File: config.mk
export PLATFORM = sky130hd
export DESIGN_NAME = on_off_error_modulator_top
export DESIGN_NICKNAME = d
export VERILOG_FILES = /design/src/rtl/oem_pkg.sv /design/src/rtl/on_off_error_modulator_top.sv
export SDC_FILE = /design/constraint.sdc
export NUM_CORES = 2
export LEC_CHECK = 0
export ABC_AREA = 1
export BUFFER_PORTS_ARGS = -buffer_cell sky130_fd_sc_hd__buf_2
export CAP_MARGIN = 20
export CORE_ASPECT_RATIO = 1.5
export CORE_UTILIZATION = 45
export DETAILED_ROUTE_END_ITERATION = 8
export PLACE_DENSITY = 0.66
export SYNTH_ARGS = -nofsm -noshare
export SYNTH_HDL_FRONTEND = slang
export SYNTH_SLANG_ARGS = --single-unit
File: constraint.sdc
create_clock -name clk -period 6.3 [get_ports clk]
set_input_delay 1.26 -clock clk [delete_from_list [all_inputs] [get_ports clk]]
set_output_delay 1.26 -clock clk [all_outputs]
set_load 0.01 [all_outputs]
File: src/rtl/oem_pkg.sv
// ----------------------------------------------------------------------------
// oem_pkg: shared types and constants for the on/off error modulator
// Field widths, register indexes, hold reason codes and parameter defaults.
// ----------------------------------------------------------------------------
package oem_pkg;

  // Default parameter values
  localparam int unsigned FRAC_BITS_DEF       = 16;
  localparam int unsigned TIME_WIDTH_DEF      = 32;
  localparam logic [31:0] IDLE_WAIT_TICKS_DEF = 32'd60000;

  // Fixed port widths
  localparam int unsigned TICK_W  = 32;
  localparam int unsigned SETPT_W = 18;
  localparam int unsigned CFG_W   = 32;
  localparam int unsigned CFG_IDX_W = 2;
  localparam int unsigned ERR_W   = 64;

  // Iterations of the serial multiplier and divider (one tick bit or quotient bit each)
  localparam int unsigned STEP_CNT = TICK_W;
  localparam int unsigned CNT_W    = $clog2(STEP_CNT);

  // Configuration register indexes
  typedef enum logic [CFG_IDX_W-1:0] {
    REG_MIN_ON_EN    = 2'd0,
    REG_MIN_ON_TICKS = 2'd1,
    REG_MIN_OFF_EN   = 2'd2,
    REG_MIN_OFF_TICKS = 2'd3
  } cfg_reg_t;

  // Hold reason codes
  localparam logic [1:0] REASON_IDLE   = 2'd0;
  localparam logic [1:0] REASON_HOLD   = 2'd1;
  localparam logic [1:0] REASON_SWITCH = 2'd2;

endpackage

File: src/rtl/on_off_error_modulator_top.sv
// Each request runs through ST_MUL, ST_ACC and ST_DECIDE, then through ST_DIV and
// ST_FIN when a division runs, ST_FIN alone when the quotient is known to be zero,
// and straight to ST_OUT otherwise. One request is handled at a time; the next is
// accepted once the result is in the output register.
// The 32-step serial multiplier and the 32-step radix-2 divider do the arithmetic.
// Reset (rst_n low, synchronous) clears the error sum, setpoint, time and registers.
// ----------------------------------------------------------------------------
// on_off_error_modulator_top: first-order error modulator for a switched output
// Integrates elapsed-weighted duty error, decides the drive state under minimum
// on/off times and projects the delay to the next evaluation.
// ----------------------------------------------------------------------------
module on_off_error_modulator_top
  import oem_pkg::*;
#(
  parameter int unsigned FRAC_BITS       = FRAC_BITS_DEF,
  parameter int unsigned TIME_WIDTH      = TIME_WIDTH_DEF,
  parameter logic [31:0] IDLE_WAIT_TICKS = IDLE_WAIT_TICKS_DEF
) (
  input  logic                      clk,
  input  logic                      rst_n,
  // request channel
  input  logic                      in_valid,
  output logic                      in_ready,
  input  logic [TICK_W-1:0]         in_elapsed_ticks,
  input  logic signed [SETPT_W-1:0] in_duty_setpoint,
  input  logic                      in_readback_on,
  // result channel
  output logic                      out_valid,
  input  logic                      out_ready,
  output logic                      out_drive_on,
  output logic                      out_switched,
  output logic [1:0]                out_hold_reason,
  output logic [TICK_W-1:0]         out_wake_delay,
  // configuration
  input  logic                      cfg_we,
  input  logic [CFG_IDX_W-1:0]      cfg_index,
  input  logic [CFG_W-1:0]          cfg_wdata
);

  localparam int unsigned SPW = FRAC_BITS + 1;          // setpoint 0..ONE
  localparam int unsigned DW  = FRAC_BITS + 2;          // signed difference
  localparam int unsigned PW  = TICK_W + FRAC_BITS + 2; // signed product
  localparam int unsigned CLW = (SETPT_W > DW) ? SETPT_W : DW;
  localparam int unsigned CW  = (TIME_WIDTH > TICK_W) ? TIME_WIDTH : TICK_W;
  localparam int unsigned ONE_INT = 1 << FRAC_BITS;
  localparam logic [SPW-1:0] ONE_SP = {1'b1, {FRAC_BITS{1'b0}}};
  localparam logic signed [CLW-1:0] ONE_CL = CLW'(ONE_INT);
  localparam logic [ERR_W-1:0] ERR_MAX = {1'b0, {(ERR_W-1){1'b1}}};
  localparam logic [ERR_W-1:0] ERR_MIN = {1'b1, {(ERR_W-1){1'b0}}};
  localparam logic [CNT_W-1:0] CNT_LAST = CNT_W'(STEP_CNT - 1);

  typedef enum logic [2:0] {
    ST_IDLE, ST_MUL, ST_ACC, ST_DECIDE, ST_DIV, ST_FIN, ST_OUT
  } state_t;

  state_t                  state_r;
  logic                    min_on_en_r, min_off_en_r;
  logic [TICK_W-1:0]       min_on_ticks_r, min_off_ticks_r;
  logic [ERR_W-1:0]        err_r;
  logic [SPW-1:0]          prior_sp_r;
  logic [TIME_WIDTH-1:0]   time_now_r, last_sw_r;
  logic                    rb_r;
  logic [TICK_W-1:0]       mul_sh_r;
  logic signed [PW-1:0]    md_r, prod_r;
  logic [CNT_W-1:0]        cnt_r;
  logic                    den_pos_r;
  logic [SPW-1:0]          ud_r, rem_r;
  logic [TICK_W-1:0]       quo_r;
  logic                    drive_r, sw_r;
  logic [1:0]              reason_r;
  logic [TICK_W-1:0]       delay_r;
  logic                    out_valid_r, out_drive_r, out_sw_r;
  logic [1:0]              out_reason_r;
  logic [TICK_W-1:0]       out_delay_r;

  // Setpoint clamp to 0..ONE
  logic signed [CLW-1:0] sp_ext;
  logic [SPW-1:0]        sp_nxt;
  logic signed [DW-1:0]  diff_in;

  assign sp_ext = CLW'(in_duty_setpoint);

  always_comb begin
    if (sp_ext[CLW-1]) begin
      sp_nxt = '0;
    end else if (sp_ext > ONE_CL) begin
      sp_nxt = ONE_SP;
    end else begin
      sp_nxt = sp_ext[SPW-1:0];
    end
  end

  // Read-back state minus the stored setpoint
  assign diff_in = $signed({1'b0, (in_readback_on ? ONE_SP : SPW'(0))})
                 - $signed({1'b0, prior_sp_r});

  // Saturating accumulate of the product
  logic [ERR_W:0]   sum_ext;
  logic [ERR_W-1:0] err_nxt;

  assign sum_ext = {err_r[ERR_W-1], err_r} + {{(ERR_W+1-PW){prod_r[PW-1]}}, prod_r};

  always_comb begin
    if (sum_ext[ERR_W] != sum_ext[ERR_W-1]) begin
      err_nxt = sum_ext[ERR_W] ? ERR_MIN : ERR_MAX;
    end else begin
      err_nxt = sum_ext[ERR_W-1:0];
    end
  end

  // Decision and projection set-up
  logic                  err_pos, want_on, hold, min_en;
  logic [TIME_WIDTH-1:0] since;
  logic [TICK_W-1:0]     minimum;
  logic [CW-1:0]         since_cw, min_cw, hold_gap;
  logic signed [DW-1:0]  den;
  logic [DW-1:0]         den_abs;
  logic                  den_zero, den_pos, sign_match, div_sat;
  logic [ERR_W-1:0]      un;
  logic [TICK_W-1:0]     un_hi;

  always_comb begin
    err_pos  = !err_r[ERR_W-1] && (err_r != '0);
    want_on  = !err_pos;
    since    = time_now_r - last_sw_r;
    min_en   = rb_r ? min_on_en_r : min_off_en_r;
    minimum  = rb_r ? min_on_ticks_r : min_off_ticks_r;
    since_cw = CW'(since);
    min_cw   = CW'(minimum);
    hold_gap = min_cw - since_cw;
    hold     = (want_on != rb_r) && min_en && (since_cw < min_cw);
    den      = $signed({1'b0, prior_sp_r})
             - $signed({1'b0, (want_on ? ONE_SP : SPW'(0))});
    den_abs  = den[DW-1] ? (~den + DW'(1)) : den;
    den_zero = (den == '0);
    den_pos  = !den[DW-1] && !den_zero;
    sign_match = (err_r != '0) && (err_pos == den_pos);
    un       = err_r[ERR_W-1] ? (~err_r + ERR_W'(1)) : err_r;
    un_hi    = un[ERR_W-1:TICK_W];
    div_sat  = un_hi >= TICK_W'(den_abs[SPW-1:0]);
  end

  // Restoring divide step
  logic [SPW:0] div_t, div_sub;
  logic         div_ge;

  assign div_t   = {rem_r, quo_r[TICK_W-1]};
  assign div_ge  = div_t >= {1'b0, ud_r};
  assign div_sub = div_t - {1'b0, ud_r};

  // Minimum time raise on the quotient
  logic [TICK_W-1:0] quo_fin;

  always_comb begin
    quo_fin = quo_r;
    if (den_pos_r && min_off_en_r && (quo_r < min_off_ticks_r)) begin
      quo_fin = min_off_ticks_r;
    end
    if (!den_pos_r && min_on_en_r && (quo_r < min_on_ticks_r)) begin
      quo_fin = min_on_ticks_r;
    end
  end

  assign in_ready = (state_r == ST_IDLE);

  // Sequencer, datapath and output register
  always_ff @(posedge clk) begin
    if (!rst_n) begin
      state_r         <= ST_IDLE;
      out_valid_r     <= 1'b0;
      min_on_en_r     <= 1'b0;
      min_on_ticks_r  <= '0;
      min_off_en_r    <= 1'b0;
      min_off_ticks_r <= '0;
      err_r           <= '0;
      prior_sp_r      <= '0;
      time_now_r      <= '0;
      last_sw_r       <= '0;
    end else begin
      // write configuration
      if (cfg_we) begin
        unique case (cfg_reg_t'(cfg_index))
          REG_MIN_ON_EN:     min_on_en_r     <= cfg_wdata[0];
          REG_MIN_ON_TICKS:  min_on_ticks_r  <= cfg_wdata[TICK_W-1:0];
          REG_MIN_OFF_EN:    min_off_en_r    <= cfg_wdata[0];
          REG_MIN_OFF_TICKS: min_off_ticks_r <= cfg_wdata[TICK_W-1:0];
          default: ;
        endcase
      end

      // drop a delivered result
      if (out_valid_r && out_ready && (state_r != ST_OUT)) begin
        out_valid_r <= 1'b0;
      end

      unique case (state_r)
        ST_IDLE: begin
          if (in_valid) begin
            rb_r       <= in_readback_on;
            mul_sh_r   <= in_elapsed_ticks;
            md_r       <= PW'(diff_in);
            prod_r     <= '0;
            cnt_r      <= '0;
            prior_sp_r <= sp_nxt;
            time_now_r <= time_now_r + TIME_WIDTH'(in_elapsed_ticks);
            state_r    <= ST_MUL;
          end
        end
        ST_MUL: begin
          // one tick bit per cycle
          if (mul_sh_r[0]) begin
            prod_r <= prod_r + md_r;
          end
          md_r     <= md_r <<< 1;
          mul_sh_r <= mul_sh_r >> 1;
          cnt_r    <= cnt_r + CNT_W'(1);
          if (cnt_r == CNT_LAST) begin
            state_r <= ST_ACC;
          end
        end
        ST_ACC: begin
          err_r   <= err_nxt;
          state_r <= ST_DECIDE;
        end
        ST_DECIDE: begin
          if (hold) begin
            drive_r  <= rb_r;
            sw_r     <= 1'b0;
            reason_r <= REASON_HOLD;
            delay_r  <= hold_gap[TICK_W-1:0];
            state_r  <= ST_OUT;
          end else begin
            drive_r   <= want_on;
            sw_r      <= (want_on != rb_r);
            reason_r  <= (want_on != rb_r) ? REASON_SWITCH : REASON_IDLE;
            den_pos_r <= den_pos;
            if (want_on != rb_r) begin
              last_sw_r <= time_now_r;
            end
            if (den_zero) begin
              delay_r <= IDLE_WAIT_TICKS;
              state_r <= ST_OUT;
            end else if (!sign_match) begin
              quo_r   <= '0;
              state_r <= ST_FIN;
            end else if (div_sat) begin
              delay_r <= '1;
              state_r <= ST_OUT;
            end else begin
              rem_r   <= un_hi[SPW-1:0];
              quo_r   <= un[TICK_W-1:0];
              ud_r    <= den_abs[SPW-1:0];
              cnt_r   <= '0;
              state_r <= ST_DIV;
            end
          end
        end
        ST_DIV: begin
          // one quotient bit per cycle
          rem_r <= div_ge ? div_sub[SPW-1:0] : div_t[SPW-1:0];
          quo_r <= {quo_r[TICK_W-2:0], div_ge};
          cnt_r <= cnt_r + CNT_W'(1);
          if (cnt_r == CNT_LAST) begin
            state_r <= ST_FIN;
          end
        end
        ST_FIN: begin
          delay_r <= quo_fin;
          state_r <= ST_OUT;
        end
        ST_OUT: begin
          // hand over once the output register is free
          if (!out_valid_r || out_ready) begin
            out_valid_r  <= 1'b1;
            out_drive_r  <= drive_r;
            out_sw_r     <= sw_r;
            out_reason_r <= reason_r;
            out_delay_r  <= delay_r;
            state_r      <= ST_IDLE;
          end
        end
        default: state_r <= ST_IDLE;
      endcase
    end
  end

  assign out_valid       = out_valid_r;
  assign out_drive_on    = out_drive_r;
  assign out_switched    = out_sw_r;
  assign out_hold_reason = out_reason_r;
  assign out_wake_delay  = out_delay_r;

  // Checks
  a_accept_starts_mul: assert property (@(posedge clk) disable iff (!rst_n)
    in_valid && in_ready |=> state_r == ST_MUL)
    else $error("accepted request did not start the multiply");

  a_rem_below_divisor: assert property (@(posedge clk) disable iff (!rst_n)
    state_r == ST_DIV |-> rem_r < ud_r)
    else $error("divider remainder not below divisor");

  a_switch_reason: assert property (@(posedge clk) disable iff (!rst_n)
    out_valid_r |-> (out_sw_r == (out_reason_r == REASON_SWITCH)))
    else $error("switched flag and hold reason disagree");

  a_reason_code: assert property (@(posedge clk) disable iff (!rst_n)
    out_valid_r |-> (out_reason_r == REASON_IDLE || out_reason_r == REASON_HOLD
                     || out_reason_r == REASON_SWITCH))
    else $error("undefined hold reason");

  a_reset_clears: assert property (@(posedge clk)
    !rst_n |=> !out_valid_r && state_r == ST_IDLE)
    else $error("reset did not clear the sequencer");

endmodule
# Word-level counts from Yosys, hierarchy flattened
# Cells that the tools add are included.
# W data, S select, Z words.
dict set report totals {
  register_bits 492
  input_bits 90
  output_inout_bits 38
  wordCells 175
}
dict set report op_classes {
  add_sub_neg 11
  order_cmp 6
  eq_ne 26
  mux 55
  bitwise_logic 5
  n_reduce_logical 45
}
# operator count
set ops {}
lappend ops {{$mux W32} 12}
lappend ops {{$pmux W50 S2} 2}
lappend ops {{$mux W64} 3}
lappend ops {{$pmux W32 S2} 3}
lappend ops {{$mux W17} 10}
lappend ops {{$mux W50} 3}
lappend ops {{$lt A32 B32 Y1} 3}
lappend ops {{$add A64 B50 Y65} 1}
lappend ops {{$add A64 B1 Y64 const B} 1}
lappend ops {{$not A64 Y64} 1}
lappend ops {{$reduce_bool A64 Y1} 1}
lappend ops {{$sub A32 B32 Y32} 2}
lappend ops {{$add A50 B50 Y50} 1}
lappend ops {{$sub A17 B17 Y18} 2}
lappend ops {{$pmux W17 S2} 1}
lappend ops {{$add A32 B32 Y32} 1}
lappend ops {{$ge A32 B17 Y1} 1}
lappend ops {{$mux W5} 5}
lappend ops {{$pmux W3 S7} 1}
lappend ops {{$ge A18 B17 Y1} 1}
lappend ops {{$gt A18 B18 Y1 const B} 1}
lappend ops {{$logic_not A18 Y1} 1}
lappend ops {{$ne A2 B2 Y1 const B} 9}
lappend ops {{$add A17 B2 Y17 const B} 1}
lappend ops {{32 further kinds} 81}

# Depth between registers and ports, before layout
dict set report depth {
  depth_word 13
  ltp_mapped 32
  mapped_depth_nobuf 32
}

# Least setup slack after synthesis
# Ideal clock, no wire load.
dict set report synth_timing {
  path_type {register to register}
  from {register time_now_r[0]}
  to {register quo_r[0], enable pin}
  setup_ns 0.466
  arrival_ns 6.009
  required_time_ns 5.834
  path_slack_ns -0.175
  path_stages_with_launch 27
  path_buffers 0
  synth_period_minus_slack_ns 6.475
  path_cell_list {dfxtp_1 inv_1 ha_1 inv_1 fa_1 nand3_1 nand2_1 a21oi_1 o21ai_1 a21boi_0 o21ai_1 a21oi_1 o21ai_0 nand2_1 nand2_1 nand2_1 nand2_1 ha_1 nand2_1 nor2_1 inv_1 nor4_2 and3_1 a21oi_1 nand3_1 nand3_1 o21ai_0}
}
dict set report synth_via {
  elab_chain_len 5
}
# item line
set synth_lines {}
lappend synth_lines {{start: declaration} on_off_error_modulator_top.sv:61} ;# logic [TIME_WIDTH-1:0] time_now_r, last_sw_r;
lappend synth_lines {{start signal: assignment} on_off_error_modulator_top.sv:205} ;# time_now_r <= time_now_r + TIME_WIDTH'(in_elapsed_ticks);
lappend synth_lines {{$sub A32 B32 Y32} on_off_error_modulator_top.sv:125} ;# since = time_now_r - last_sw_r;
lappend synth_lines {{$lt A32 B32 Y1} on_off_error_modulator_top.sv:131} ;# hold = (want_on != rb_r) && min_en && (since_cw < min_cw);
lappend synth_lines {{$logic_and A1 B1 Y1} on_off_error_modulator_top.sv:131}
lappend synth_lines {{$ne A2 B2 Y1 (no source line)} n/a}
lappend synth_lines {{$reduce_and A5 Y1 (no source line)} n/a}
lappend synth_lines {{end signal: assignment} on_off_error_modulator_top.sv:251} ;# quo_r <= un[TICK_W-1:0];
lappend synth_lines {{end signal: assignment} on_off_error_modulator_top.sv:261} ;# quo_r <= {quo_r[TICK_W-2:0], div_ge};
lappend synth_lines {{end: declaration} on_off_error_modulator_top.sv:68} ;# logic [TICK_W-1:0] quo_r;
# Every way passes these cells.
# A chain may end at the register's enable or synchronous reset.

# Final worst setup path
dict set report layout_timing {
  from {register time_now_r[0]}
  to {register delay_r[10], enable pin}
}
dict set report layout_via {
  elab_chain_len 5
  word_cells_on_any_way 6
  classes_between {add/sub: 1; order compare: 1; eq/ne: 2; reduce/logical: 2}
}
# item line
set layout_lines {}
lappend layout_lines {{$sub A32 B32 Y32 (*)} on_off_error_modulator_top.sv:125}
lappend layout_lines {{$lt A32 B32 Y1 (*)} on_off_error_modulator_top.sv:131}
lappend layout_lines {{$logic_and A1 B1 Y1 (*)} on_off_error_modulator_top.sv:131}
lappend layout_lines {{$ne A4 B4 Y1 (no source line)} n/a}
lappend layout_lines {{$reduce_and A4 Y1 (no source line) (*)} n/a}
lappend layout_lines {{end signal: assignment} on_off_error_modulator_top.sv:230} ;# delay_r <= hold_gap[TICK_W-1:0];
lappend layout_lines {{end signal: assignment} on_off_error_modulator_top.sv:268} ;# delay_r <= quo_fin;
lappend layout_lines {{end: declaration} on_off_error_modulator_top.sv:71} ;# logic [TICK_W-1:0] delay_r;
# Mark *: on every way between the ends. The rest lies on a longest branch, timed or not.

==> results.txt <==
Worst-path clk slew: 70 ps
WL per Instance: 22.1 µm
Number of global-route vias before repair: 35,700
Unrepaired setup endpoints after global routing: false
Worst setup EP type: flop
Final TNS setup: 0 ps
Gates resized, CTS repair: 0
Number of DRC markers in iteration 0: 2,696
Global-route wire length before repair: 212,000 µm
Hold Fails Final Rpt: 0
Slowest cell delay on critical path: 460 ps
Fill cells: 8,304
Final worst path period share: 90.6%
Static Leak: 18.4 nW
Minimum clock period: 5710 ps
Clock sink count: 490
Max Clk Rate: 175 MHz
Total number of vias: 36,500
Postcts setup bufs: 0
Initial antenna violation count: 2
Final slew viol count: 0
Gate Count Post-Synth: 5,207
Outcome: complete, no violations
Internal power: 0.0108 W
Cell row count: 129
H-tree depth: 2
Port Buffers: 127
CP Class: flop to flop
Post-synth EDFFs: 275
CTS tree: yes
Cts bufs inserted: 52
Root Buffer: clkbuf_16
Yosys top cell area share: 22.1%
Most frequent cells after synthesis: 1,184 x nand2_1, 596 x inv_1, 559 x o21ai_0
Slew headroom: 15.6%
Clock power share: 12.7%
Area of the core: 0.0823 mm²
Slowest CP cell: a21boi_0
Mapped Nets: 5,614
Largest net degree at the start of global routing: 192
Overflow after GRT: 0
Asr flop ratio synth: 0%
Avg Inst Size Synth: 7.18 µm²
Power Density: 581 mW/mm²
Hold depth: 0
Area growth, synth to finish: 9.82%
Non-Filler Instances: 6,418
Ys flop type: edfxtp_1
Drt drc: 0
Die ar.: 0.0843 mm²
Yosys warning count: 0
Worst Clk Skew: 47.5 ps
Worst-Skew Late Latency: 660 ps
DP HPWL: 113,000 µm
Vias per inst: 5.68
Clock Tree Buf Depth: 3
Post-Syn Area: 0.0374 mm²
Depth of the most critical reg-to-reg path: 30
Combinational cell fraction of total power: 65.8%
CP most frequent cell: nand2_1
Final nets: 5,733
Placed insts: 6,318
Setup violators final: 0
Die height: 355 µm
Layout cells sized above 1: 7.23%
Worst Path Max Fanout: 32
Hold Path Class: flop to flop
Max Cap Viol: 0
Post-route ant nets: 0
Synth cell types: 70
Critical Path RT: 6640 ps
Flop pwr share: 21.5%
Net Switching: 0.0131 W
Ranking of synthesized cells by area: edfxtp_1 22%, nand2_1 12%, dfxtp_1 12%
CP arrival: 6050 ps
Register area share after synthesis: 33.6%
Worst-margin pin slew: 1250 ps
Sw Ratio: 54.9%
CP Launch Type: flop
# IOs: 128
Starting Density: 45.4%
GRT Util Overall: 33.2%
Synth area leader: edfxtp_1
Synthesized flop and latch total: 490
Most frequent cell after synthesis: nand2_1
WL final: 142,000 µm
Die W: 237 µm
Pre-antenna DRT Iters: 6
GPL Wtd Cong: 1.04
Worst vdd ir: 0.301 mV
CTS Hold Bufs: 0
==> layer usage <==
metal  track usage (%)  wire length, µm  up-vias
li1                  -                -    17900
met5                 0               13        -
met3              4.42             7190      482
met2              56.7            67000     1246
met4              31.4            15700        2
met1              35.4            52000    16800
==> final timing paths <==
kind	to	start	slack (ps)
worst max-delay path	delay_r[10]	time_now_r[0]	590
worst min-delay path	out_wake_delay[17]	delay_r[17]	420
worst max register to register	delay_r[10]	time_now_r[0]	590
worst min register to register	out_wake_delay[17]	delay_r[17]	420
==> logic make-up (layout without fill, tap and decap cells) <==
kind of cell | Yosys count | in the layout | synth area share, %
other cells | 0 | 1 | 0
flops | 490 | 490 | 33.6
simple gates | 2052 | 2052 | 22.6
xor+xnor | 180 | 180 | 4.23
fa+ha+maj | 317 | 317 | 10.7
compound gates | 1410 | 1410 | 20.9
buf+inv | 758 | 920 | 7.88
==> sequential cells by signal, indices dropped and copies added, names as in the netlist, 32 cells and up <==
| name | count |
|---|---|
| mul_sh_r | 32 |
| prod_r | 50 |
| time_now_r | 32 |
| delay_r | 32 |
| quo_r | 32 |
| err_r | 64 |
| min_off_ticks_r | 32 |
| last_sw_r | 32 |
| md_r | 50 |
| min_on_ticks_r | 32 |
| out_wake_delay | 32 |
==> critical path, delay by kind of cell (launching register included) <==
| family | cells | cell delay, ps |
|---|---|---|
| adder cells (fa/ha/maj) | 3 | 920 |
| AO/OA/AOI/OAI | 8 | 1960 |
| AND/OR/NAND/NOR | 13 | 1540 |
| flip-flops | 1 | 320 |
| buffers and inverters | 6 | 670 |
==> layout make-up <==
type	instances	area (µm²)	area share [%]
antenna	1	2.50	0.00609
inverter	609	2290	5.57
timing repair buffer	214	1350	3.29
clock inverter	32	230	0.560
multi-input combinational	3959	22000	53.5
sequential	490	12600	30.6
clock buffer	65	1370	3.34
tap	1048	1310	3.19
==> cell usage in the layout (no fill, tap or decap), types with 7 or more instances in the layout <==
cell type,count
xor2_1,109
a21boi_0,13
a31oi_1,39
clkinv_1,16
o32ai_1,12
o221ai_1,7
nand3b_1,11
o211ai_1,46
clkinv_2,9
o31ai_1,11
fa_1,7
nand2_2,12
inv_2,8
a21oi_1,541
o21bai_1,32
o21a_1,51
or2_2,9
nor2_1,493
nor4_1,28
a211oi_1,7
a21o_1,21
o21ai_0,558
xnor2_1,70
buf_2,126
dfxtp_1,215
buf_4,81
ha_1,310
nor2_2,15
edfxtp_1,275
clkbuf_16,52
nand3_1,182
clkbuf_1,11
nand2_1,1181
o21ai_1,16
nand4_1,34
a21oi_2,22
inv_1,596
nor3_1,51
==> power groups by stage <==
| stage | clock [W] | sequential (W) | combinational (W) |
|---|---|---|---|
| after floorplan | 0 | 0.00490 | 0.0105 |
| after global placement | 0 | 0.00516 | 0.0154 |
| after detailed placement | 0 | 0.00517 | 0.0154 |
| after CTS | 0.00307 | 0.00511 | 0.0154 |
| after global routing | 0.00317 | 0.00517 | 0.0172 |
| final | 0.00303 | 0.00513 | 0.0157 |
==> per-stage QoR <==
step                      hold slack [ps]  total power (W)  instance area, µm²  setup slack [ps]  util, %
after floorplan                       400           0.0154               37400               691        -
after global placement                400           0.0205               39400               692     47.9
after detailed placement              406           0.0205               39500               618     47.9
after CTS                             420           0.0236               41100               592     49.9
after global routing                  422           0.0255               41100              32.7     49.9
final                                 423           0.0239               41100               593     49.9
(Power assumes the default switching activity.)
